File: src/hdl/frp_pkg.sv
// shared types, character codes and helpers for the fasta record parser
package frp_pkg;

    localparam int unsigned PosW  = 64;
    localparam int unsigned ByteW = 8;
    localparam int unsigned KindW = 3;
    localparam int unsigned SlotN = 3;

    localparam logic [ByteW-1:0] ChGt    = 8'h3E;
    localparam logic [ByteW-1:0] ChColon = 8'h3A;
    localparam logic [ByteW-1:0] ChSub   = 8'h1A;
    localparam logic [ByteW-1:0] ChLf    = 8'h0A;
    localparam logic [ByteW-1:0] ChCr    = 8'h0D;
    localparam logic [ByteW-1:0] ChZero  = 8'h30;
    localparam logic [ByteW-1:0] ChNine  = 8'h39;
    localparam logic [ByteW-1:0] ChSpace = 8'h20;
    localparam logic [ByteW-1:0] ChTab   = 8'h09;

    typedef enum logic [2:0] {
        PH_START  = 3'd0,
        PH_HEADER = 3'd1,
        PH_BREAKS = 3'd2,
        PH_SEQ    = 3'd3,
        PH_STOP   = 3'd4
    } t_phase;

    typedef enum logic [1:0] {
        HF_BLANKS = 2'd0,
        HF_NAME   = 2'd1,
        HF_COLON  = 2'd2,
        HF_DIGITS = 2'd3
    } t_hfield;

    typedef enum logic [KindW-1:0] {
        K_SEQ    = 3'd0,
        K_NAME   = 3'd1,
        K_HDR    = 3'd2,
        K_END    = 3'd3,
        K_NOMORE = 3'd4
    } t_kind;

    typedef struct packed {
        t_phase           phase;
        logic             prev_was_break;
        logic [PosW-1:0]  position_acc;
        t_hfield          header_field;
        logic             digits_open;
    } t_state;

    typedef struct packed {
        t_kind            kind;
        logic [ByteW-1:0] out_byte;
        logic [PosW-1:0]  start_position;
    } t_result;

    // state at the start of a record, and after reset with phase forced to start
    function automatic t_state open_record();
        t_state s;
        s.phase          = PH_HEADER;
        s.prev_was_break = 1'b0;
        s.position_acc   = {{(PosW-1){1'b0}}, 1'b1};
        s.header_field   = HF_BLANKS;
        s.digits_open    = 1'b0;
        return s;
    endfunction

    function automatic t_result mk_res(t_kind k, logic [ByteW-1:0] b, logic [PosW-1:0] p);
        t_result r;
        r.kind           = k;
        r.out_byte       = b;
        r.start_position = p;
        return r;
    endfunction

endpackage

File: src/hdl/frp_step.sv
// next-state and result logic for one input byte
module frp_step
    import frp_pkg::*;
(
    input  t_state                 i_state,
    input  logic [ByteW-1:0]       i_byte,
    input  logic                   i_last,
    output t_state                 o_state,
    output t_result [SlotN-1:0]    o_res,
    output logic [1:0]             o_cnt
);

    logic             is_brk;
    logic             is_dig;
    logic [3:0]       dig;
    logic             seq_pwb;
    logic             run_seq;
    logic [PosW-1:0]  acc_x10;

    assign is_brk  = (i_byte == ChLf) || (i_byte == ChCr);
    assign is_dig  = (i_byte >= ChZero) && (i_byte <= ChNine);
    assign dig     = 4'(i_byte - ChZero);
    assign acc_x10 = {i_state.position_acc[PosW-4:0], 3'b000}
                   + {i_state.position_acc[PosW-2:0], 1'b0};

    always_comb begin
        o_state = i_state;
        o_res   = '0;
        o_cnt   = 2'd0;
        seq_pwb = i_state.prev_was_break;
        run_seq = 1'b0;

        case (i_state.phase)
            PH_START: begin
                if (i_byte == ChGt) begin
                    o_state = open_record();
                    if (i_last) begin
                        o_res[o_cnt]  = mk_res(K_NOMORE, '0, '0);
                        o_cnt         = o_cnt + 2'd1;
                        o_state.phase = PH_STOP;
                    end
                end else begin
                    o_res[o_cnt]  = mk_res(K_NOMORE, '0, '0);
                    o_cnt         = o_cnt + 2'd1;
                    o_state.phase = PH_STOP;
                end
            end
            PH_HEADER: begin
                if (i_byte == ChSub || i_last) begin
                    o_res[o_cnt]  = mk_res(K_NOMORE, '0, '0);
                    o_cnt         = o_cnt + 2'd1;
                    o_state.phase = PH_STOP;
                end else if (is_brk) begin
                    o_state.phase = PH_BREAKS;
                end else begin
                    case (i_state.header_field)
                        HF_BLANKS, HF_NAME: begin
                            if (i_state.header_field == HF_BLANKS
                                && (i_byte == ChSpace || i_byte == ChTab)) begin
                                o_state.header_field = HF_BLANKS;
                            end else if (i_byte == ChColon) begin
                                o_state.header_field = HF_COLON;
                            end else begin
                                o_state.header_field = HF_NAME;
                                o_res[o_cnt] = mk_res(K_NAME, i_byte, '0);
                                o_cnt        = o_cnt + 2'd1;
                            end
                        end
                        HF_COLON: begin
                            o_state.header_field = HF_DIGITS;
                            o_state.position_acc = is_dig ? {{(PosW-4){1'b0}}, dig} : '0;
                            o_state.digits_open  = is_dig;
                        end
                        default: begin
                            if (i_state.digits_open && is_dig) begin
                                o_state.position_acc = acc_x10 + {{(PosW-4){1'b0}}, dig};
                            end else begin
                                o_state.digits_open = 1'b0;
                            end
                        end
                    endcase
                end
            end
            PH_BREAKS: begin
                if ((is_brk && i_last) || (!is_brk && i_byte == ChSub)) begin
                    o_res[o_cnt]  = mk_res(K_NOMORE, '0, '0);
                    o_cnt         = o_cnt + 2'd1;
                    o_state.phase = PH_STOP;
                end else if (!is_brk) begin
                    o_res[o_cnt] = mk_res(K_HDR, '0, i_state.position_acc - 64'd1);
                    o_cnt        = o_cnt + 2'd1;
                    seq_pwb      = 1'b1;
                    run_seq      = 1'b1;
                end
            end
            PH_SEQ: begin
                run_seq = 1'b1;
            end
            PH_STOP: begin
                o_state.phase = PH_STOP;
            end
            default: begin
                o_state.phase = PH_STOP;
            end
        endcase

        if (run_seq) begin
            if (i_byte == ChGt && seq_pwb) begin
                o_res[o_cnt] = mk_res(K_END, '0, '0);
                o_cnt        = o_cnt + 2'd1;
                o_state      = open_record();
                if (i_last) begin
                    o_res[o_cnt]  = mk_res(K_NOMORE, '0, '0);
                    o_cnt         = o_cnt + 2'd1;
                    o_state.phase = PH_STOP;
                end
            end else begin
                if (!is_brk && i_byte != ChSub) begin
                    o_res[o_cnt] = mk_res(K_SEQ, i_byte, '0);
                    o_cnt        = o_cnt + 2'd1;
                end
                o_state.phase          = PH_SEQ;
                o_state.prev_was_break = is_brk;
                if (i_last) begin
                    o_res[o_cnt]  = mk_res(K_END, '0, '0);
                    o_cnt         = o_cnt + 2'd1;
                    o_state       = open_record();
                    o_state.phase = PH_START;
                end
            end
        end
    end

endmodule

File: src/hdl/frp_outq.sv
// result buffer: holds the up to three results of one byte and sends them one by one
module frp_outq
    import frp_pkg::*;
(
    input  logic                 i_clk,
    input  logic                 i_rst_n,
    input  logic                 i_load,
    input  t_result [SlotN-1:0]  i_res,
    input  logic [1:0]           i_cnt,
    output logic                 o_free,
    output logic                 o_valid,
    input  logic                 i_ready,
    output t_result              o_res,
    output logic                 o_last
);

    t_result [SlotN-1:0] r_slot;
    logic [1:0]          r_idx;
    logic [1:0]          r_left;
    logic                out_acc;

    assign o_valid = (r_left != 2'd0);
    assign out_acc = o_valid && i_ready;
    assign o_free  = (r_left == 2'd0) || ((r_left == 2'd1) && i_ready);
    assign o_res   = r_slot[r_idx];
    assign o_last  = (r_left == 2'd1);

    always_ff @(posedge i_clk) begin
        if (!i_rst_n) begin
            r_idx  <= 2'd0;
            r_left <= 2'd0;
        end else if (i_load) begin
            r_slot <= i_res;
            r_idx  <= 2'd0;
            r_left <= i_cnt;
        end else if (out_acc) begin
            r_idx  <= r_idx + 2'd1;
            r_left <= r_left - 2'd1;
        end
    end

    a_slot_range: assert property (@(posedge i_clk) disable iff (!i_rst_n)
        ({1'b0, r_idx} + {1'b0, r_left}) <= 3'd3)
        else $error("result index runs past the stored results");

    a_load_free: assert property (@(posedge i_clk) disable iff (!i_rst_n)
        i_load |-> (o_free && i_cnt != 2'd0))
        else $error("results loaded over pending results");

endmodule

File: src/hdl/fasta_record_parser.sv
// top level of the fasta record parser
//
// usage:
//   s_axis carries the fasta text, one byte per transaction; s_axis_tlast marks
//   the last byte of the file. m_axis carries the results: m_axis_tuser holds the
//   kind (sequence byte, name byte, header done, record end, no more entries),
//   m_axis_tdata the byte and the start position minus one, m_axis_tlast flags
//   the final result caused by one input byte.
//   a byte waits in the input register, and its results are registered in the
//   result buffer, which drives m_axis_tvalid.
//   throughput: one byte per cycle while each byte gives at most one result and
//   m_axis_tready is high; a byte with several results holds the result buffer
//   until all are sent, as it sends one result per cycle while m_axis_tready
//   is high. bytes that give no result pass without waiting on the output.
//   after a bad record start, a cut-short header or a record mark as the last
//   byte the block reports no more entries and then swallows all bytes until
//   reset. a clean end of file returns it to its reset state.
//   reset (synchronous, active low) clears the parse state and empties both
//   the input register and the result buffer.
//   when m_axis_tready is low the pending results hold; the input register
//   keeps taking bytes until one that gives a result waits in it, then
//   s_axis_tready falls.
module fasta_record_parser
    import frp_pkg::*;
(
    input  logic         i_clk,
    input  logic         i_rst_n,
    input  logic         s_axis_tvalid,
    output logic         s_axis_tready,
    input  logic [7:0]   s_axis_tdata,   // [7:0] data_byte
    input  logic         s_axis_tlast,
    output logic         m_axis_tvalid,
    input  logic         m_axis_tready,
    output logic [71:0]  m_axis_tdata,   // [7:0] out_byte, [71:8] start_position
    output logic [2:0]   m_axis_tuser,   // [2:0] kind
    output logic         m_axis_tlast
);

    logic                r_in_valid;
    logic [ByteW-1:0]    r_in_byte;
    logic                r_in_last;
    t_state              r_state;
    t_state              n_state;
    t_result [SlotN-1:0] step_res;
    logic [1:0]          step_cnt;
    logic                q_free;
    logic                advance;
    logic                load;
    t_result             q_res;

    t_state              rst_state;

    always_comb begin
        rst_state       = open_record();
        rst_state.phase = PH_START;
    end

    frp_step u_step (
        .i_state (r_state),
        .i_byte  (r_in_byte),
        .i_last  (r_in_last),
        .o_state (n_state),
        .o_res   (step_res),
        .o_cnt   (step_cnt)
    );

    // a byte with no result never needs the buffer
    assign advance       = r_in_valid && (q_free || step_cnt == 2'd0);
    assign load          = advance && (step_cnt != 2'd0);
    assign s_axis_tready = !r_in_valid || advance;

    always_ff @(posedge i_clk) begin
        if (!i_rst_n) begin
            r_in_valid <= 1'b0;
            r_state    <= rst_state;
        end else begin
            if (advance) begin
                r_state <= n_state;
            end
            if (s_axis_tready) begin
                r_in_valid <= s_axis_tvalid;
            end
        end
    end

    always_ff @(posedge i_clk) begin
        if (s_axis_tready && s_axis_tvalid) begin
            r_in_byte <= s_axis_tdata;
            r_in_last <= s_axis_tlast;
        end
    end

    frp_outq u_outq (
        .i_clk   (i_clk),
        .i_rst_n (i_rst_n),
        .i_load  (load),
        .i_res   (step_res),
        .i_cnt   (step_cnt),
        .o_free  (q_free),
        .o_valid (m_axis_tvalid),
        .i_ready (m_axis_tready),
        .o_res   (q_res),
        .o_last  (m_axis_tlast)
    );

    assign m_axis_tdata = {q_res.start_position, q_res.out_byte};
    assign m_axis_tuser = q_res.kind;

    a_stop_silent: assert property (@(posedge i_clk) disable iff (!i_rst_n)
        (r_in_valid && r_state.phase == PH_STOP) |-> (step_cnt == 2'd0))
        else $error("stopped parser produced a result");

    a_nomore_last: assert property (@(posedge i_clk) disable iff (!i_rst_n)
        (m_axis_tvalid && m_axis_tuser == K_NOMORE) |-> m_axis_tlast)
        else $error("no-more-entries is not the final result of its byte");

    a_hdr_not_last: assert property (@(posedge i_clk) disable iff (!i_rst_n)
        (m_axis_tvalid && m_axis_tuser == K_HDR) |-> !m_axis_tlast)
        else $error("header done without a following result");

    a_reset_empty: assert property (@(posedge i_clk)
        !i_rst_n |=> !m_axis_tvalid)
        else $error("result valid right after reset");

endmodule

File: config.mk
export PLATFORM = sky130hd
export DESIGN_NAME = fasta_record_parser
export DESIGN_NICKNAME = d
export VERILOG_FILES = /design/src/hdl/frp_pkg.sv /design/src/hdl/frp_step.sv /design/src/hdl/frp_outq.sv /design/src/hdl/fasta_record_parser.sv
export SDC_FILE = /design/constraint.sdc
export NUM_CORES = 1
export LEC_CHECK = 0
export BUFFER_PORTS_ARGS = -buffer_cell sky130_fd_sc_hd__buf_4
export CORE_UTILIZATION = 40
export CTS_BUF_LIST = sky130_fd_sc_hd__clkbuf_8
export DETAILED_ROUTE_END_ITERATION = 8
export SKIP_LAST_GASP = 1
export SLEW_MARGIN = 20
export SYNTH_ARGS = -nofsm -noshare
export SYNTH_HDL_FRONTEND = slang
export SYNTH_SLANG_ARGS = --single-unit
File: constraint.sdc
create_clock -name i_clk -period 11.3 [get_ports i_clk]
set_input_delay 1.13 -clock i_clk [delete_from_list [all_inputs] [get_ports i_clk]]
set_output_delay 1.13 -clock i_clk [all_outputs]
set_load 0.02 [all_outputs]
==> results.sh, run 1 <==
export IMPL_outcome="completed"
export IMPL_syn_area_per_cell_um2=8.785
export IMPL_seqPwrFrac=0.423
export IMPL_fin_skew_ns=0.02262
export IMPL_cts_tree="yes"
export IMPL_drv_slew=0
export IMPL_gr_usage_all_layers=0.2121
export IMPL_worst_ep_required_time_ns=11.73
export IMPL_die_w_um=181.1
export IMPL_rsz0062_at_grt="false"
export IMPL_ant_nets=0
export IMPL_h_tree_depth=4
export IMPL_clkTransAtPathRegs_ns=0.10
export IMPL_total_power_uw=1782
export IMPL_drt_pass1_iterations=5
export IMPL_overflow=0
export IMPL_grt_pass1_vias=10230
export IMPL_clkPwrFrac=0.253
export IMPL_ys_warn_count=0
export IMPL_path_class="reg -> reg"
export IMPL_place_area_um2=13840
export IMPL_clockBufferDepth=2
export IMPL_cpMaxStageDelayCell="or4_1"
export IMPL_drt_initial_drc_count=617
export IMPL_fmax_mhz=182.9
export IMPL_maxCapViolCount=0
export IMPL_seq_area_frac_synth=0.3434
export IMPL_grt_first_pass_wirelength_mm=55.43
export IMPL_end_kind="register"
export IMPL_clk_latency_ns=0.49
export IMPL_power_density_nw_per_um2=124.9
export IMPL_syn_area_um2=12830
export IMPL_critPathArrivalTime_ns=5.90
export IMPL_post_drt_wl_per_cell_um=17.83
export IMPL_p_leak_uw=0.005904
export IMPL_yosys_most_used_dff="edfxtp_1"
export IMPL_io_buffers=90
export IMPL_avgViaCountPerCell=5.621
export IMPL_sw_frac_of_total=0.3564
export IMPL_routed_wl_mm=34.49
export IMPL_period_share=0.4840
export IMPL_async_flop_share=0
export IMPL_syn_to_final_growth_pct=11.23
export IMPL_core_um2=31560
export IMPL_post_route_drc_count=0
export IMPL_synth_fp_nets=1605
export IMPL_dr_total_vias=10870
export IMPL_clockRootBuffer="clkbuf_8"
export IMPL_finalHoldViolCount=0
export IMPL_setup_viol=0
export IMPL_tns_ns=0
export IMPL_cpPeakStageDelay_ns=0.68
export IMPL_drive_above_1_share=0.09987
export IMPL_tightest_slew_ns=1.026
export IMPL_crit_fanout=18
export IMPL_post_cts_buffers=0
export IMPL_die_h_um=181.1
export IMPL_antenna_found_initial=0
export IMPL_synth_distinct_cells=71
export IMPL_synth_edf_count=96
export IMPL_holdWs_ns=0.5120
export IMPL_cp_start_kind="register"
export IMPL_fp_dieArea_um2=32780
export IMPL_relSlewSlack=0.3100
export IMPL_synth_seq_cells=172
export IMPL_hold_buffers=0
export IMPL_numCtsBuffers=17
export IMPL_p_switching_uw=635.3
export IMPL_synth_cells=1460
export IMPL_comb_power_share=0.324
export IMPL_antennaDiodeCount=0
export IMPL_ctsResizeCount=0
export IMPL_dp_hpwl_mm=26.21
export IMPL_ir_worst_vdd_mv=0.07755
export IMPL_io_pins=91
export IMPL_hold_class="reg -> reg"
export IMPL_mostFrequentLayoutCells="nor2_1, nand2_1, ha_1"
export IMPL_cts_sinks=172
export IMPL_start_util=0.4065
export IMPL_row_count=65
export IMPL_p_int_uw=1147
export IMPL_fin_crit_ns=5.469
export IMPL_gp_congestion=0.8896
export IMPL_final_area_um2=14270
export IMPL_path_buf_inv=3
export IMPL_cp_top_family="simple AND/OR/NAND/NOR gates"
export IMPL_grt_max_degree=65
export IMPL_cp_cell_sequence="nor4bb_1, nand4_1, a2111oi_2, buf_4, inv_1, ha_1, xnor2_1, mux2_2, mux2_2, a31oi_1, buf_4, nor2_1, nand2_1, or4_1, nand3_1"
export IMPL_final_common_cell="nor2_1"
export IMPL_layout_nets=1664
==> cells by family (layout without fill, tap and decap cells) <==
logic type               count (synthesis)  after routing  share of synthesized area
flip-flops                             172            172                     0.3434
AND/OR/NAND/NOR                        572            572                     0.2309
XOR/XNOR                               109            109                    0.07443
adder cells (fa/ha/maj)                132            132                     0.1299
buffers and inverters                   86            158                    0.02634
AO/OA/AOI/OAI                          375            375                     0.1839
multiplexers                            14             14                    0.01112
==> flip-flops by register name, indices dropped and copies added, names as in the netlist <==
signal / cells
u_outq.r_left: 2
r_in_valid: 1
r_state: 71
r_in_last: 1
r_in_byte: 8
u_outq.r_slot: 87
u_outq.r_idx: 2
==> cell type report <==
| cell class | count | area [um2] |
|---|---|---|
| sequential | 172 | 4404 |
| tap | 402 | 503.0 |
| inverter | 29 | 108.9 |
| timing repair buffer | 97 | 748.2 |
| clock buffer | 17 | 234.0 |
| multi-input combinational | 1202 | 8104 |
| fill | 3106 | 17290 |
| clock inverter | 15 | 163.9 |
==> power groups by stage <==
| stage | Clock (uW) | Sequential [uW] | Combinational [uW] |
|---|---|---|---|
| after floorplan | 0 | 752 | 377 |
| after global placement | 0 | 768 | 571 |
| after detailed placement | 0 | 769 | 576 |
| after CTS | 462 | 755 | 578 |
| after global routing | 486 | 761 | 629 |
| final | 451 | 754 | 577 |
==> synth_stat cells, drive strengths merged (3+ instances only) <==
cell type,count,area [um2]
a2111oi,4,35.03
a211oi,10,75.07
a21boi,9,67.56
a21o,33,247.7
a21oi,105,525.5
a22o,11,96.34
a22oi,17,127.6
a31oi,15,93.84
a32o,4,40.04
a32oi,3,26.28
a41oi,3,26.28
and2,90,563.0
and3,17,106.4
and4,6,52.55
clkbuf,55,206.5
dfxtp,76,1521
edfxtp,96,2883
ha,130,1627
inv,29,108.9
mux2i,12,120.1
nand2,132,495.5
nand2b,16,107.6
nand3,15,80.08
nand4,16,100.1
nor2,141,531.8
nor2b,40,250.2
nor3,35,180.2
nor3b,4,30.03
nor4,19,148.9
nor4b,3,41.29
o211ai,8,60.06
o21a,9,67.56
o21ai,98,490.5
o21bai,15,112.6
o31ai,7,52.55
o41ai,3,26.28
or2,7,43.79
or3,18,112.6
or4,8,67.56
xnor2,61,534.3
xor2,48,420.4
==> worst paths after layout <==
path | from | to | slack (ns) | cells past startpoint
setup / recovery | r_in_byte[5] | r_state[58] | 5.83 | 15
hold / removal | r_state[66] | r_state[66] | 0.51 | 1
hold reg to reg | r_state[66] | r_state[66] | 0.51 | 1
setup reg to reg | r_in_byte[5] | r_state[58] | 5.83 | 15
==> metal layers <==
metal / global-route usage / vias to the layer above / routed length [um]
met5: 0 / - / 0
li1: - / 5424 / -
met3: 0.02298 / 46 / 1151
met4: 0.07695 / 0 / 841
met2: 0.3521 / 256 / 15920
met1: 0.2845 / 5145 / 16570
==> worst reg2reg max path: cells and delay by family (launching register included) <==
kind | cells | cell delay [ns]
multiplexers | 2 | 0.34
AO/OA/AOI/OAI | 2 | 0.53
adder cells (fa/ha/maj) | 1 | 0.34
XOR/XNOR | 1 | 0.14
flip-flops | 1 | 0.43
AND/OR/NAND/NOR | 6 | 3.08
buffers and inverters | 3 | 0.55
==> through the flow <==
stage	utilization	instances	setup WS, ns
floorplan	-	1460	5.414
global placement	0.4386	1901	6.052
detailed placement	0.4386	1901	5.863
CTS	0.4512	1933	5.835
global route	0.4521	1934	5.401
finish	0.4521	1934	5.831
No activity file was read; power rests on OpenSTA's default activity.
==> inputs of run 2 (changes only) <==
--- a/config.mk
+++ b/config.mk
@@ -5,6 +5,7 @@
 export SDC_FILE = /design/constraint.sdc
 export NUM_CORES = 1
 export LEC_CHECK = 0
+export ABC_AREA = 1
 export BUFFER_PORTS_ARGS = -buffer_cell sky130_fd_sc_hd__buf_4
 export CORE_UTILIZATION = 40
 export CTS_BUF_LIST = sky130_fd_sc_hd__clkbuf_8
==> constraint.sdc (replaced) <==
create_clock -name i_clk -period 4.9 [get_ports i_clk]
set_input_delay 0.49 -clock i_clk [delete_from_list [all_inputs] [get_ports i_clk]]
set_output_delay 0.49 -clock i_clk [all_outputs]
set_load 0.02 [all_outputs]
==> run 2 against run 1 <==
  * Clock power is 130% higher
  * Area after synthesis is 40% higher
  * Total power is 140% higher
  * Worst setup slack worse by 4.9 ns
  * Core utilization is 1.2 points lower
  * Sequential power is 120% higher
  * Synthesized cell count is 110% higher
==> results.sh, run 2 <==
export IMPL_tightest_slew_ns=1.045
export IMPL_place_area_um2=19080
export IMPL_path_class="reg -> out"
export IMPL_clkTransAtPathRegs_ns=0.10
export IMPL_rsz0062_at_grt="false"
export IMPL_cpMaxStageDelayCell="dfxtp_1"
export IMPL_dp_hpwl_mm=51.04
export IMPL_path_buf_inv=4
export IMPL_cpPeakStageDelay_ns=0.41
export IMPL_antenna_found_initial=0
export IMPL_clkPwrFrac=0.243
export IMPL_start_util=0.4060
export IMPL_avgViaCountPerCell=5.194
export IMPL_p_leak_uw=0.01014
export IMPL_final_common_cell="nand2_1"
export IMPL_ir_worst_vdd_mv=0.1900
export IMPL_syn_area_um2=17950
export IMPL_gp_congestion=0.9441
export IMPL_power_density_nw_per_um2=218.6
export IMPL_post_drt_wl_per_cell_um=17.11
export IMPL_synth_area_leaders="nand2_1, edfxtp_1, inv_1, nor2_1, ha_1"
export IMPL_holdWs_ns=0.1536
export IMPL_ys_warn_count=0
export IMPL_routed_wl_mm=63.71
export IMPL_io_pins=91
export IMPL_synth_cells=3091
export IMPL_gr_usage_all_layers=0.2829
export IMPL_die_h_um=213.9
export IMPL_core_um2=44220
export IMPL_crit_fanout=13
export IMPL_final_area_um2=19470
export IMPL_cp_start_kind="register"
export IMPL_drt_initial_drc_count=1797
export IMPL_clk_latency_ns=0.52
export IMPL_seq_area_frac_synth=0.2453
export IMPL_crit_top_cell="nand3_1"
export IMPL_syn_to_final_growth_pct=8.482
export IMPL_relSlewSlack=0.3010
export IMPL_cp_cell_sequence="nor2_1, inv_1, nor2_2, inv_1, nor3_1, nand3_1, nand2_2, inv_2, ha_1, nand3b_1, nand3_1, nand2_1, nand2_2, nand3_1, buf_4"
export IMPL_cts_sinks=172
export IMPL_overflow=0
export IMPL_layout_nets=3263
export IMPL_async_flop_share=0
export IMPL_setup_viol=0
export IMPL_post_cts_buffers=0
export IMPL_die_w_um=213.9
export IMPL_total_power_uw=4257
export IMPL_mostFrequentLayoutCells="nand2_1, inv_1, nor2_1"
export IMPL_drv_slew=0
export IMPL_fmax_mhz=250.7
export IMPL_synth_distinct_cells=53
export IMPL_sw_frac_of_total=0.3978
export IMPL_yosys_top_cells_count="nand2_1, inv_1, nor2_1"
export IMPL_drt_pass1_iterations=6
export IMPL_fill_cells=4787
export IMPL_grt_first_pass_wirelength_mm=98.86
export IMPL_maxCapViolCount=0
export IMPL_numCtsBuffers=17
export IMPL_tns_ns=0
export IMPL_largestRegisters="u_outq.r_slot: 87 flops, r_state: 71 flops, r_in_byte: 8 flops"
export IMPL_hold_buffers=0
export IMPL_row_count=77
export IMPL_synth_edf_count=96
export IMPL_regMostFlops="u_outq.r_slot"
export IMPL_h_tree_depth=4
export IMPL_clockRootBuffer="clkbuf_8"
export IMPL_fin_skew_ns=0.02399
export IMPL_fin_util=0.4404
export IMPL_outcome="completed"
export IMPL_io_buffers=90
export IMPL_hold_class="in -> reg"
export IMPL_critPathArrivalTime_ns=3.50
export IMPL_yosys_most_used_dff="edfxtp_1"
export IMPL_drive_above_1_share=0.06068
export IMPL_synth_fp_nets=3236
export IMPL_finalHoldViolCount=0
export IMPL_fin_crit_ns=3.988
export IMPL_seqPwrFrac=0.395
export IMPL_ant_nets=0
export IMPL_period_share=0.8139
export IMPL_end_kind="primary output"
export IMPL_cts_tree="yes"
export IMPL_p_switching_uw=1694
export IMPL_synth_seq_cells=172
export IMPL_netlist_area_leader_share=0.2271
export IMPL_fp_dieArea_um2=45730
export IMPL_grt_max_degree=72
export IMPL_clockBufferDepth=2
export IMPL_syn_area_per_cell_um2=5.808
export IMPL_worst_ep_required_time_ns=4.41
export IMPL_antennaDiodeCount=0
export IMPL_post_synth_top_count_cell="nand2_1"
export IMPL_p_int_uw=2564
export IMPL_grt_pass1_vias=17640
export IMPL_post_route_drc_count=0
export IMPL_dr_total_vias=19340
export IMPL_comb_power_share=0.362
export IMPL_ctsResizeCount=0
export IMPL_largest_reg_flops=87
export IMPL_cp_top_family="simple AND/OR/NAND/NOR gates"
export IMPL_yosys_area_top_type="nand2_1"
## run 2: changes by cell type after synthesis, sizes merged, moves of 23 or more
cell,previous run,this run
nand3,15,148
inv,29,493
a21o,33,0
a21oi,105,194
o21ai,98,75
xnor2,61,16
buf,2,33
and2,90,6
nor2,141,453
nor2b,40,0
nor3,35,60
nand2,132,1098
## run 2: routing by layer
metal,vias up,routed length [um],track usage
li1,9695,-,-
met1,8869,30720,0.4243
met2,697,26840,0.4301
met3,76,4762,0.02270
met4,0,1386,0.07783
met5,-,0,0
## run 2: layout make-up
| class | count | area, um2 | share of cell area |
|---|---|---|---|
| sequential | 172 | 4405 | 0.2262 |
| timing repair buffer | 108 | 823.3 | 0.04227 |
| tap | 592 | 740.7 | 0.03803 |
| clock buffer | 17 | 234.0 | 0.01201 |
| multi-input combinational | 2322 | 11250 | 0.5775 |
| inverter | 497 | 1866 | 0.09579 |
| clock inverter | 15 | 160.2 | 0.008224 |
## run 2: kinds of logic (layout without fill, tap and decap cells)
logic type	Yosys count	in the layout	synth area share
fa+ha+maj	132	132	0.09284
flops	172	172	0.2453
compound gates	324	324	0.09827
xor+xnor	58	58	0.02830
simple gates	1808	1808	0.4065
buf+inv	597	637	0.1288
## run 2: power by group through the flow
stage	registers (uW)	logic (uW)	clock network (uW)
2_1_floorplan	1690	1050	0
3_3_place_gp	1710	1530	0
3_5_place_dp	1710	1540	0
4_1_cts	1680	1550	1050
5_1_grt	1690	1700	1110
6_report	1680	1540	1030
## run 2: metrics by stage
step                      worst slack, ns  cells
final                              0.9119   3723
after global routing               0.6728   3723
after CTS                          0.9373   3723
after floorplan                    0.8354   3091
after detailed placement            1.023   3691
after global placement              1.121   3691
## run 2: final timing paths
kind	depth (start not counted)	from	endpoint	slack, ns
max	15	r_state[69]	s_axis_tready	0.91
min reg2reg	2	r_state[67]	r_state[67]	0.47
max reg2reg	19	r_state[69]	r_state[70]	0.97
min	1	s_axis_tdata[2]	r_in_byte[2]	0.15
## run 2: worst register-to-register path, delay by kind of cell, from the launching register on
| kind | cells | cell delay [ns] |
|---|---|---|
| buffers and inverters | 4 | 1.50 |
| and+or+nand+nor | 12 | 1.41 |
| DFF | 1 | 0.41 |
| adders and majority gates | 1 | 0.27 |
| AOI/OAI and AO/OA | 2 | 0.25 |
